## config.mk

```make
export PLATFORM = sky130hd
export DESIGN_NAME = lpbi_prep
export DESIGN_NICKNAME = d
export VERILOG_FILES = /design/src/hdl/lpbi_pkg.sv /design/src/hdl/lpbi_prep.sv
export SDC_FILE = /design/constraint.sdc
export NUM_CORES = 1
export LEC_CHECK = 0
export BUFFER_PORTS_ARGS = -buffer_cell sky130_fd_sc_hd__buf_4
export CAP_MARGIN = 20
export CORE_MARGIN = 5
export CORE_UTILIZATION = 35
export CTS_CLUSTER_SIZE = 30
export DETAILED_ROUTE_END_ITERATION = 16
export GPL_TIMING_DRIVEN = 0
export PLACE_DENSITY = 0.56
export SYNTH_ARGS = -nofsm -noshare
export SYNTH_HDL_FRONTEND = slang
export SYNTH_SLANG_ARGS = --single-unit
```

## constraint.sdc

```tcl
create_clock -name clk -period 1 [get_ports clk]
set_input_delay 0.15 -clock clk [delete_from_list [all_inputs] [get_ports clk]]
set_output_delay 0.15 -clock clk [all_outputs]
set_load 0.1 [all_outputs]
```

## src/hdl/lpbi_pkg.sv

```systemverilog
// ----------------------------------------------------------------------------
// lpbi_pkg
// Shared types, constants and the CORDIC angle table for the Lorentzian
// line profile bin integrator.
// ----------------------------------------------------------------------------
`timescale 1ns / 1ps
`default_nettype none

package lpbi_pkg;

	// fixed field width of all Q16.16 words
	localparam int DATA_W     = 32;
	// CORDIC input pre-shift
	localparam int GUARD_BITS = 24;
	// CORDIC x/y width: 58-bit start values plus gain headroom
	localparam int CORD_W     = 62;
	// angle accumulator width, 2^32 equals a half turn
	localparam int ANG_W      = 34;
	// width of the angle difference magnitude
	localparam int DMAG_W     = 34;
	// point-mode numerator |area| * fwhm * INV_PI
	localparam int NUM_W      = 95;
	// quotient bits built by the divider
	localparam int QT_W       = 33;
	// round(2^32 / pi)
	localparam logic [30:0] INV_PI_Q32 = 31'd1367130551;

	// register indexes on the write port
	typedef enum logic [1:0] {
		REG_AREA   = 2'd0,
		REG_CENTER = 2'd1,
		REG_FWHM   = 2'd2
	} reg_idx_t;

	// line definition
	typedef struct packed {
		logic signed [31:0] area;
		logic signed [31:0] center;
		logic signed [31:0] fwhm;
	} cfg_t;

	// per-word fields carried alongside the CORDIC
	typedef struct packed {
		logic        func;  // 1 point mode
		logic        err;   // negative width
		logic        zw;    // zero width
		logic        dlt;   // center inside bin
		logic        an;    // area negative
		logic [31:0] area;
		logic [31:0] am;    // |area|
		logic [30:0] fw;    // fwhm, nonnegative part
		logic [30:0] ua;    // |2D| >> sh
		logic [30:0] fb;    // fwhm >> sh
		logic [1:0]  sh;
	} side_t;

	// per-word fields carried alongside the divider
	typedef struct packed {
		logic        func;
		logic        err;
		logic        neg;   // sign of point result
		logic [31:0] bval;  // finished binned result
	} tail_t;

	// round(atan(2^-i) / pi * 2^32)
	function automatic logic [30:0] atan_hturn(input int i);
		logic [30:0] r;
		case (i)
			0:  r = 31'd1073741824;
			1:  r = 31'd633866811;
			2:  r = 31'd334917815;
			3:  r = 31'd170009512;
			4:  r = 31'd85334662;
			5:  r = 31'd42708931;
			6:  r = 31'd21359677;
			7:  r = 31'd10680490;
			8:  r = 31'd5340327;
			9:  r = 31'd2670173;
			10: r = 31'd1335088;
			11: r = 31'd667544;
			12: r = 31'd333772;
			13: r = 31'd166886;
			14: r = 31'd83443;
			15: r = 31'd41722;
			16: r = 31'd20861;
			17: r = 31'd10430;
			18: r = 31'd5215;
			19: r = 31'd2608;
			20: r = 31'd1304;
			21: r = 31'd652;
			22: r = 31'd326;
			23: r = 31'd163;
			24: r = 31'd81;
			25: r = 31'd41;
			26: r = 31'd20;
			27: r = 31'd10;
			28: r = 31'd5;
			29: r = 31'd3;
			30: r = 31'd1;
			31: r = 31'd1;
			default: r = 31'd0;
		endcase
		return r;
	endfunction

endpackage

`default_nettype wire

```

## src/hdl/lpbi_prep.sv

```systemverilog
// ----------------------------------------------------------------------------
// lpbi_prep
// First stage: offsets from the center, magnitudes, pre-scaling for the
// point-mode denominator and special-case flags.
// ----------------------------------------------------------------------------
`timescale 1ns / 1ps
`default_nettype none

module lpbi_prep (
	input  wire                   clk,
	input  wire                   arst_n,
	input  wire                   en,
	input  wire                   in_vld,
	input  wire                   func,
	input  wire signed [31:0]     edge_lo,
	input  wire signed [31:0]     edge_hi,
	input  lpbi_pkg::cfg_t        cfg,
	output logic                  out_vld,
	output lpbi_pkg::side_t       out_sd,
	output logic signed [33:0]    out_yh,
	output logic signed [33:0]    out_yl
);

	logic signed [32:0] dh, dl;
	logic [32:0]        adl;
	logic [33:0]        u;
	logic [1:0]         sh;
	lpbi_pkg::side_t    sd;

	// offsets from the center, 33 bits exact
	assign dh  = {edge_hi[31], edge_hi} - {cfg.center[31], cfg.center};
	assign dl  = {edge_lo[31], edge_lo} - {cfg.center[31], cfg.center};
	assign adl = dl[32] ? 33'(-dl) : 33'(dl);
	assign u   = {adl, 1'b0};

	// smallest shift that brings |2D| below 2^31
	always_comb begin
		if (u[33:31] == 3'b000) begin
			sh = 2'd0;
		end else if (u[33:32] == 2'b00) begin
			sh = 2'd1;
		end else begin
			sh = 2'd2;
		end
	end

	always_comb begin
		sd.func = func;
		sd.err  = cfg.fwhm[31];
		sd.zw   = (cfg.fwhm == 32'sd0);
		sd.dlt  = (edge_lo <= cfg.center) && (cfg.center < edge_hi);
		sd.an   = cfg.area[31];
		sd.area = cfg.area;
		sd.am   = cfg.area[31] ? 32'(-cfg.area) : 32'(cfg.area);
		sd.fw   = cfg.fwhm[30:0];
		sd.ua   = 31'(u >> sh);
		sd.fb   = cfg.fwhm[30:0] >> sh;
		sd.sh   = sh;
	end

	// stage register
	always_ff @(posedge clk or negedge arst_n) begin
		if (!arst_n) begin
			out_vld <= 1'b0;
		end else if (en) begin
			out_vld <= in_vld;
		end
	end

	always_ff @(posedge clk) begin
		if (en) begin
			out_sd <= sd;
			out_yh <= {dh, 1'b0};
			out_yl <= {dl, 1'b0};
		end
	end

endmodule

`default_nettype wire

```

==> metrics.txt <==
effective utilization at floorplan=35.22%; max-cap violations=0; Min-Delay Path Class=in -> reg; sequential share of the synthesized area=48.01%; CP Max Fanout=5; RSZ-0062 raised after global routing=true; Tmin final=around 4200 ps; syn avg cell area=approximately 11 um2; area of the multi-input gates=0.009097 mm2; # setup viols final=between 300 and 400; peak supply drop=0.001411 V; failing checks=setup timing; Yosys cell types=86; Area Overhead vs Synth=72.62%; gr usage total=22.22%; RD Place Congestion=0.8579; post-synthesis register bit count=229; vias in the first global route=13,210; Clock Skews=0 ps; largest net degree at the start of global routing=103; DRC viols=0; final hold viol count=0; Worst EP arrival=4530 ps; Power, Total=53,560 uW; Fillers=3,241; H-tree depth=1; static leakage=a little over 0.01 uW; CTS tree=done; worst slew pin tran=1056 ps; Synth Instances=1,296; CTS buffer count=27; # IOs=398; via/cell ratio=~5.2; Synth Area in Compound Gates=14.76%; Adder-Cell Fraction of Synth Area=roughly 6.2%; first-pass GRT wire length=78,430 um; critical path type=in -> reg; Post-Route WL=53,170 um; pwr/cell area=between 2000 and 2500 mW/mm2; core area=between 0.04 and 0.05 mm2; Setup WS pre-CTS=-4666 ps; Worst R2R Start=out_vld; Hold Startpoint=cfg[30]; Register Area=between 0.006 and 0.007 mm2; synthesized area=0.01431 mm2; final worst path period share=422.3%; outcome=finished, violations left; Setup crit start kind=primary input; Die Ht=approximately 210 um; initial antenna violation count=2; drt pass-1 iters=5; Core Rows=74; simple-gate area share of the yosys netlist=between 10% and 20%; Clock Latency Late Sink=550 ps; EDFF count, synth=about 230; largest family of logic cells by synthesized area=compound AO/OA/AOI/OAI gates; gr ovfl total=0; CP Launch Point=edge_lo[0]; Root Buffer=clkbuf_16; Max Root-Sink Buffers=3; per-cell routed wire length=21.32 um; fin nets=around 2,200; Worst EP required=1300 ps; IO buf count=roughly 400; Die X=212.2 um; TNS Setup=-348,810 ps; Reg clk slew, reported paths=60 ps; CP endpoint kind=register; share of cells above drive strength 1=51.73%; post-route worst setup slack=-3223 ps; Post-Synth XOR/XNOR Area=5.857%; Warnings, synthesis=0; Main synth FF type=edfxtp_1; fmax=about 0.24 GHz; mux share of post-synthesis cell area=a little under a tenth; Synth async-reset ratio=0.4367%; DP HPWL=38,110 um; die area=0.04504 mm2; Post-DRT Antenna Nets=0; Sink Count=229; routed via count=13,000; Relative slew margins=28.97%; drt initial violations=579; Max Slew Vio Count=0
-- cells in the mapped netlist (4+ instances only) --
library cell  instances  area, um2
nand3_1              29      145.1
a31oi_1               7      43.79
buf_2                10      50.05
mux2_1               38      427.9
and2_1               10      62.56
inv_1                70      262.8
a21boi_0              8      60.06
nand2_1              74      277.8
edfxtp_1            228       6847
a311oi_1              4      35.03
mux2i_1              13      130.1
and3_1                8      50.05
buf_4                 4      30.03
nand4_1              12      75.07
a21o_1               20      150.1
o31ai_1              17      127.6
nor2b_1              14      87.58
or4_1                13      97.59
o211ai_1             14      105.1
mux2_2               67      754.5
o41ai_1               6      52.55
or3_1                18      112.6
nand3b_1              8      60.06
o21a_1                9      67.56
or2_2                 6      37.54
o21ai_1               6      30.03
o21ai_0              66      330.3
nor4_1               17      106.4
xnor2_1              68      595.6
o21bai_1              4      30.03
nor3_1               22      110.1
clkbuf_1             40      150.1
a211oi_1             18      135.1
nand2b_1             19      118.9
xor2_1               24      210.2
a21oi_1              81      405.4
a2111oi_0             5      43.79
ha_1                 68      850.8
nor2_1               73      274.0
-- layout make-up --
cell class | count | area share, %
diodes | 2 | 0.02026
clock buffers | 31 | 2.917
well taps | 532 | 2.694
inverters | 73 | 1.544
flip-flops and latches | 229 | 27.83
clock inverters | 17 | 0.9571
multi-input cells | 939 | 36.82
repair buffers | 627 | 25.41
plain buffers | 44 | 1.818
-- kinds of logic (layout without fill, tap and decap cells) --
kind of cell	after synthesis	after routing
AOI/OAI and AO/OA	314	314
xor gates and xnor gates	94	94
adders and majority gates	70	70
buffers and inverters	129	792
DFF	229	229
muxes	118	118
other	1	4
and+or+nand+nor	341	341
-- where the power goes --
group | leakage (uW) | switching (uW) | internal (uW)
clock | 0.000461 | 4180 | 6470
combinational | 0.00736 | 18600 | 10800
sequential | 0.00224 | 783 | 12700
-- final timing paths --
check / to / slack (ps) / cells past startpoint
max: out_sd[21] / -3220 / 18
min: out_sd[161] / 30 / 4
max reg2reg: out_vld / 120 / 1
min reg2reg: out_vld / 610 / 1
max in group asynchronous: out_vld / 440 / 3
min in group asynchronous: out_vld / 440 / 3
-- placed cells by master, fill, tap and decap left out, types with 13 or more instances in the layout --
cell type,n
buf_6,287
buf_4,239
edfxtp_1,228
mux2_4,99
dlygate4sd3_1,75
xnor2_1,59
nor2_1,58
nand2_1,56
inv_1,46
a21oi_1,44
ha_1,42
o21ai_0,35
clkbuf_16,29
a21oi_2,27
nand3_1,25
buf_8,24
ha_4,24
a21o_1,19
xor2_1,19
nand2b_1,17
o21ai_2,17
nor4_1,15
nor3_1,15
clkbuf_8,14
o211ai_1,14
o21ai_1,13
mux2i_1,13
-- worst max-delay path, cell delays in order --
cell and delay, ps:
buf_8 90, inv_12 30, ha_4 150, fa_2 350, nand2b_4 160, a211o_4 370
a31o_4 270, o211ai_4 210, a311oi_4 130, or3_4 440, or4b_4 580, o41ai_4 350
buf_6 180, xnor2_4 170, buf_12 180, buf_12 130, mux2_4 290, mux2_4 270
-- registers in the layout (all words and copies together), names as in the netlist --
signal   flops
out_sd     162
out_yh      33
out_yl      33
out_vld      1
-- metrics by stage --
step | hold slack, ps | util [%] | instances | instance area [um2]
after global routing | 33.55 | 60.79 | 2494 | 24710
after detailed placement | -71.31 | 47.64 | 2226 | 19360
final | 31.28 | 60.79 | 2494 | 24710
after global placement | -73.14 | 47.49 | 2224 | 19300
after CTS | -1.430 | 59.12 | 2462 | 24030
after floorplan | -145.6 | - | 1297 | 15670
-- routing by layer --
| metal | routed length [um] | GRT usage, % | part of all wire [%] | up-vias |
|---|---|---|---|---|
| met3 | 4176 | 4.810 | 7.9 | 82 |
| met5 | 0 | 0 | 0 | - |
| met4 | 1527 | 6.820 | 2.9 | 0 |
| met1 | 21550 | 28.04 | 41 | 6273 |
| li1 | - | - | - | 6192 |
| met2 | 25910 | 38.36 | 49 | 451 |
-- repair_timing --
item                       CTS  global route
setup endpoints to repair  376           383
hold buffers                74             2
pin swaps                  108           106
setup buffers              116            56
cloned                       3             0
gates resized for setup    497           134
hold endpoints to repair   130             2
(Power assumes the default switching activity.)
